[src/rtl/eswe_pkg.sv]
`timescale 1ns / 1ps
`default_nettype none

package eswe_pkg;

  // Queue sizing
  localparam int unsigned QueueDepthDef  = 512;
  localparam int unsigned QueueLimitBase = 500;

  // Status word layout
  localparam int unsigned RangeBitPos = 28;
  localparam int unsigned TrigLsb     = 8;
  localparam int unsigned TrigW       = 16;
  localparam int unsigned WordW       = 32;

  // Configuration port
  localparam int unsigned CfgAddrW = 2;
  localparam int unsigned CfgDataW = 24;
  localparam logic [CfgAddrW-1:0] RegRefresh    = 2'd0;
  localparam logic [CfgAddrW-1:0] RegSplit      = 2'd1;
  localparam logic [CfgAddrW-1:0] RegDecimation = 2'd2;

  localparam logic [3:0] DeciMax = 4'd8;

  // Result kinds, carried on tuser
  typedef enum logic [2:0] {
    KIND_STATUS = 3'd0,
    KIND_RANGE  = 3'd1,
    KIND_TRIG   = 3'd2,
    KIND_HIGH   = 3'd3,
    KIND_LOW    = 3'd4
  } kind_e;

  // Where the status beat of an item takes its value from
  typedef enum logic [2:0] {
    SRC_RAW  = 3'd0,  // raw input word, no decimation
    SRC_HELD = 3'd1,  // held word, not a pop phase
    SRC_MEM  = 3'd2,  // popped word from queue memory read data
    SRC_ZERO = 3'd3,  // popped zero entry or empty queue
    SRC_FWD  = 3'd4   // popped the word pushed by this same item
  } stat_src_e;

  typedef struct packed {
    kind_e            kind;
    logic [TrigW-1:0] val;
  } ev_t;

  // One accepted item, as handed to the beat sequencer
  typedef struct packed {
    ev_t [2:0]        ev;
    logic [1:0]       n_ev;
    stat_src_e        src;
    logic [WordW-1:0] word;
    logic [WordW-1:0] idx;
    logic             ovf;
  } item_t;

  // Queue requests of one accepted item
  typedef struct packed {
    logic push;
    logic pop;
  } q_ctl_t;

endpackage

`default_nettype wire

[src/rtl/eswe_beat_seq.sv]
`timescale 1ns / 1ps
`default_nettype none

module eswe_beat_seq import eswe_pkg::*; (
  input  wire logic             clk_i,
  input  wire logic             rst_ni,
  input  wire logic             load_i,
  input  wire item_t            item_i,
  input  wire logic [WordW-1:0] rdata_i,
  output logic                  free_o,
  output logic                  m_axis_tvalid,
  input  wire logic             m_axis_tready,
  output logic [71:0]           m_axis_tdata,  // value[31:0], sample_index[63:32], overflow[64]
  output logic [2:0]            m_axis_tuser,  // kind[2:0]
  output logic                  m_axis_tlast
);

  item_t            rec_q;
  logic             rec_vld_q;
  logic [1:0]       beat_q;
  logic [WordW-1:0] held_q;

  logic             out_vld_q, out_last_q, out_ovf_q;
  kind_e            out_kind_q;
  logic [WordW-1:0] out_val_q, out_idx_q;

  logic             move, last_beat, held_upd;
  logic [WordW-1:0] stat_val;
  kind_e            beat_kind;
  logic [WordW-1:0] beat_val;

  assign move      = rec_vld_q && (!out_vld_q || m_axis_tready);
  assign last_beat = (beat_q == rec_q.n_ev);
  assign free_o    = !rec_vld_q || (move && last_beat);

  // Status value of the current record
  always_comb begin
    case (rec_q.src)
      SRC_RAW:  stat_val = rec_q.word;
      SRC_FWD:  stat_val = rec_q.word;
      SRC_HELD: stat_val = held_q;
      SRC_MEM:  stat_val = rdata_i;
      SRC_ZERO: stat_val = '0;
      default:  stat_val = '0;
    endcase
  end

  assign held_upd = move && last_beat &&
                    ((rec_q.src == SRC_FWD) || (rec_q.src == SRC_MEM) ||
                     (rec_q.src == SRC_ZERO));

  // Current beat: events first, status last
  always_comb begin
    if (last_beat) begin
      beat_kind = KIND_STATUS;
      beat_val  = stat_val;
    end else begin
      beat_kind = rec_q.ev[beat_q].kind;
      beat_val  = {{(WordW-TrigW){1'b0}}, rec_q.ev[beat_q].val};
    end
  end

  // Record slot
  always_ff @(posedge clk_i or negedge rst_ni) begin
    if (!rst_ni) begin
      rec_vld_q <= 1'b0;
      beat_q    <= '0;
      held_q    <= '0;
    end else begin
      if (held_upd) begin
        held_q <= stat_val;
      end
      if (load_i) begin
        rec_vld_q <= 1'b1;
        beat_q    <= '0;
      end else if (move) begin
        if (last_beat) begin
          rec_vld_q <= 1'b0;
          beat_q    <= '0;
        end else begin
          beat_q <= beat_q + 2'd1;
        end
      end
    end
  end

  always_ff @(posedge clk_i) begin
    if (load_i) begin
      rec_q <= item_i;
    end
  end

  // Output register
  always_ff @(posedge clk_i or negedge rst_ni) begin
    if (!rst_ni) begin
      out_vld_q <= 1'b0;
    end else if (move) begin
      out_vld_q <= 1'b1;
    end else if (m_axis_tready) begin
      out_vld_q <= 1'b0;
    end
  end

  always_ff @(posedge clk_i) begin
    if (move) begin
      out_kind_q <= beat_kind;
      out_val_q  <= beat_val;
      out_idx_q  <= rec_q.idx;
      out_ovf_q  <= rec_q.ovf;
      out_last_q <= last_beat;
    end
  end

  assign m_axis_tvalid = out_vld_q;
  assign m_axis_tdata  = {7'd0, out_ovf_q, out_idx_q, out_val_q};
  assign m_axis_tuser  = out_kind_q;
  assign m_axis_tlast  = out_last_q;

  a_beat_range: assert property (@(posedge clk_i) disable iff (!rst_ni)
    rec_vld_q |-> (beat_q <= rec_q.n_ev))
    else $error("beat index past record");

  a_load_free: assert property (@(posedge clk_i) disable iff (!rst_ni)
    load_i |-> free_o)
    else $error("record loaded while busy");

endmodule

`default_nettype wire

[config.mk]
export PLATFORM = sky130hd
export DESIGN_NAME = eswe_beat_seq
export DESIGN_NICKNAME = d
export VERILOG_FILES = /design/src/rtl/eswe_pkg.sv /design/src/rtl/eswe_beat_seq.sv
export SDC_FILE = /design/constraint.sdc
export NUM_CORES = 1
export LEC_CHECK = 0
export BUFFER_PORTS_ARGS = -buffer_cell sky130_fd_sc_hd__clkbuf_2
export CAP_MARGIN = 20
export CORE_ASPECT_RATIO = 0.7
export CORE_UTILIZATION = 45
export CTS_BUF_LIST = sky130_fd_sc_hd__clkbuf_16
export DETAILED_ROUTE_END_ITERATION = 6
export PLACE_DENSITY = 0.72
export SYNTH_ARGS = -nofsm -noshare
export SYNTH_HDL_FRONTEND = slang
export SYNTH_SLANG_ARGS = --single-unit
[constraint.sdc]
create_clock -name clk_i -period 3.9 [get_ports clk_i]
set_input_delay 0.39 -clock clk_i [delete_from_list [all_inputs] [get_ports clk_i]]
set_output_delay 0.39 -clock clk_i [all_outputs]
set_load 0.02 [all_outputs]
==> impl_metrics.py <==
metrics = {
    "outcome": {
        "outcome": "completed",
    },
    "setup_path": {
        "critPathKind": "flip-flop to output port",
        "critPathCaptureType": "output port",
        "cp_top_family": "compound AO/OA/AOI/OAI gates",
        "required_ns": 3.51,
        "worst_path_largest_cell_delay_ns": 0.49,
        "worstPathArrival_ns": 2.00,
        "crit_fanout": 3,
        "slowest_stage": "o21ai_0",
        "crit_path_cell_trace": "xnor2_1 > nand2_1 > o21ai_0 > clkbuf_2",
        "cp.depth": 4,
        "ff2ff_path_depth": 6,
        "crit_buf_inv": 1,
        "start_kind": "flip-flop",
    },
    "timing": {
        "setup_viol": 0,
        "fin_crit_sh_pct": 61.29,
        "grt_setup_unrepaired": "false",
        "finalMaxSlewViolations": 0,
        "clock_skew_ns": 0.01281,
        "fin_crit_ns": 2.390,
        "maxSlewHeadroom_pct": 34.98,
        "setup-tns-final_ns": 0,
        "tightest_slew_ns": 0.9752,
        "hold_ws_ns": 0.03550,
        "max_clock_freq_mhz": 418.3,
        "hold_violations": 0,
    },
    "synthesis": {
        "synth-edff-count": 196,
        "yosysMostFrequentCell": "edfxtp_1",
        "yosys_warnings": 0,
        "syn_area_mm2": 0.008660,
        "synth_top_area_share_pct": 67.97,
        "ys_seq_area_share_pct": 78.37,
        "synthArstFlopShare_pct": 15.52,
        "synth_area_per_cell_um2": 16.75,
        "ys_seq_elements": 232,
        "synthTopCellsByCount": "196 x edfxtp_1, 36 x dfrtp_1, 36 x mux2i_1",
        "ys.flop_type": "edfxtp_1",
        "post_synth_num_cell_types": 27,
        "synth.area.top_cells": "edfxtp_1 68%, dfrtp_1 10%, mux2i_1 4.2%",
        "syn_inst": 517,
        "synth_top_area_cell": "edfxtp_1",
    },
    "place": {
        "gp_congestion": 0.7576,
        "dp_hpwl_um": 12200,
        "portBuffers": 233,
    },
    "finish": {
        "antennaDiodeCount": 0,
        "final_layout_size_suffix_gt1_share_pct": 38.85,
        "finalNetCount": 915,
        "syn2layout_area_growth_pct": 24.82,
    },
    "clocking": {
        "clock-sinks": 232,
        "clkLatencyLatePin_ns": 0.51,
        "clkTransAtPathRegs_ns": 0.06,
        "cts_max_level": 1,
        "postCtsHoldBufs": 0,
        "cts_buffers": 23,
        "cts_resized": 0,
        "root_buffer": "clkbuf_16",
        "clock_path_buffers": 3,
        "cts_setup_buffers": 0,
        "cts_tree": "done",
    },
    "floorplan": {
        "fp.dieH_um": 118.1,
        "num_rows": 42,
        "die_area_mm2": 0.01981,
        "die_w_um": 167.8,
        "coreArea_mm2": 0.01887,
        "ioPinCount": 241,
        "start_util_pct": 45.90,
    },
    "grt": {
        "grt_max_degree": 121,
        "grt_pass1_vias": 5203,
        "grt_antenna_before_repair": 0,
        "grt_pass1_wl_um": 27860,
        "grt_overflow_total": 0,
        "grtUsageTotal_pct": 18.37,
    },
    "power_and_ir_drop": {
        "power_density_mw_per_mm2": 594.5,
        "combPwrFrac_pct": 14.9,
        "seqPwrFrac_pct": 51.2,
        "p_clk_share_pct": 34.0,
        "peakVddDrop_mv": 0.3886,
        "switchingPower_mw": 1.649,
        "p_sw_share_pct": 25.66,
        "power_mw": 6.425,
        "leakagePower_nw": 4.384,
        "internal-power_mw": 4.777,
    },
    "route": {
        "firstDrtPassIters": 5,
        "route.detailed.drc": 0,
        "first_iter_violations": 381,
        "wirelength_um": 18400,
        "ant_nets": 0,
        "via_per_inst": 5.067,
        "wl_per_cell_um": 18.23,
        "via_count": 5113,
    },
    "min_path": {
        "hold_path_class": "input port to async pin",
    },
    "job": {
        "maxCapViolations": 0,
    },
}
## power groups by stage
stage                     registers (mW)  logic [mW]  clock network, mW
final                               3.29       0.957               2.18
after detailed placement            3.33       0.960                  0
after global placement              3.32       0.930                  0
after floorplan                     3.43       0.478                  0
after CTS                           3.29       0.964               2.23
after global routing                3.32        1.05               2.32
## logic make-up after synthesis
| family | count (synthesis) | synth area share [%] |
|---|---|---|
| muxes | 52 | 6.242 |
| AOI/OAI and AO/OA | 105 | 8.207 |
| and+or+nand+nor | 66 | 3.670 |
| DFF | 232 | 78.37 |
| xor gates and xnor gates | 2 | 0.2023 |
| other | 1 | 0.04330 |
| buffers and inverters | 59 | 3.265 |
## cell usage in the layout, fill, tap and decap left out, drive strengths merged, types with 11 or more instances in the layout
cell / instances
mux2: 16
a21oi: 22
and2: 16
a22oi: 32
buf: 11
o21ai: 17
nand2: 19
edfxtp: 196
a2bb2oi: 16
clkbuf: 255
dfrtp: 36
nor2: 23
a211oi: 17
inv: 25
mux2i: 36
## flip-flops by register name, summed over array words and instances, names as in the netlist
name / count
out_val_q: 32
beat_q: 2
out_ovf_q: 1
held_q: 32
out_idx_q: 32
rec_q: 127
m_axis_tvalid: 1
m_axis_tlast: 1
rec_vld_q: 1
m_axis_tuser: 3
## metal layers
layer | track usage (%) | vias up | part of all wire (%)
met2 | 28.41 | 225 | 45
met1 | 25.96 | 2453 | 44
li1 | - | 2404 | -
met5 | 0 | - | 0
met4 | 5.275 | 0 | 2.5
met3 | 4.438 | 31 | 8.2
## per-stage QoR
step	cells	utilization [%]	area (um2)	setup slack (ns)
3_3_place_gp	968	53.24	10040	1.783
4_1_cts	1008	57.15	10780	1.455
5_1_grt	1009	57.30	10810	1.333
2_1_floorplan	523	-	8682	1.357
3_5_place_dp	968	53.24	10040	1.697
6_report	1009	57.30	10810	1.510
## final cells by class
cell class                      count  area (um2)
Multi-Input combinational cell    232        1638
Timing Repair Buffer              243        1267
Fill cell                        1499        8056
Clock inverter                     17       162.7
Sequential cell                   232        6787
Inverter                           20       76.32
Tap cell                          242       302.8
Clock buffer                       23       575.6
## worst paths after layout
check                      slack, ns       start            to
setup reg to reg                1.71   rec_q[67]    held_q[12]
setup / recovery                1.51   rec_q[69]        free_o
max in group asynchronous       3.26      rst_ni     held_q[1]
hold reg to reg                 0.42    rec_q[2]  out_idx_q[1]
hold / removal                  0.04      rst_ni    held_q[15]
min in group clk_i              0.05  item_i[33]     rec_q[33]
Note: power is estimated with default switching activity, not from simulation.
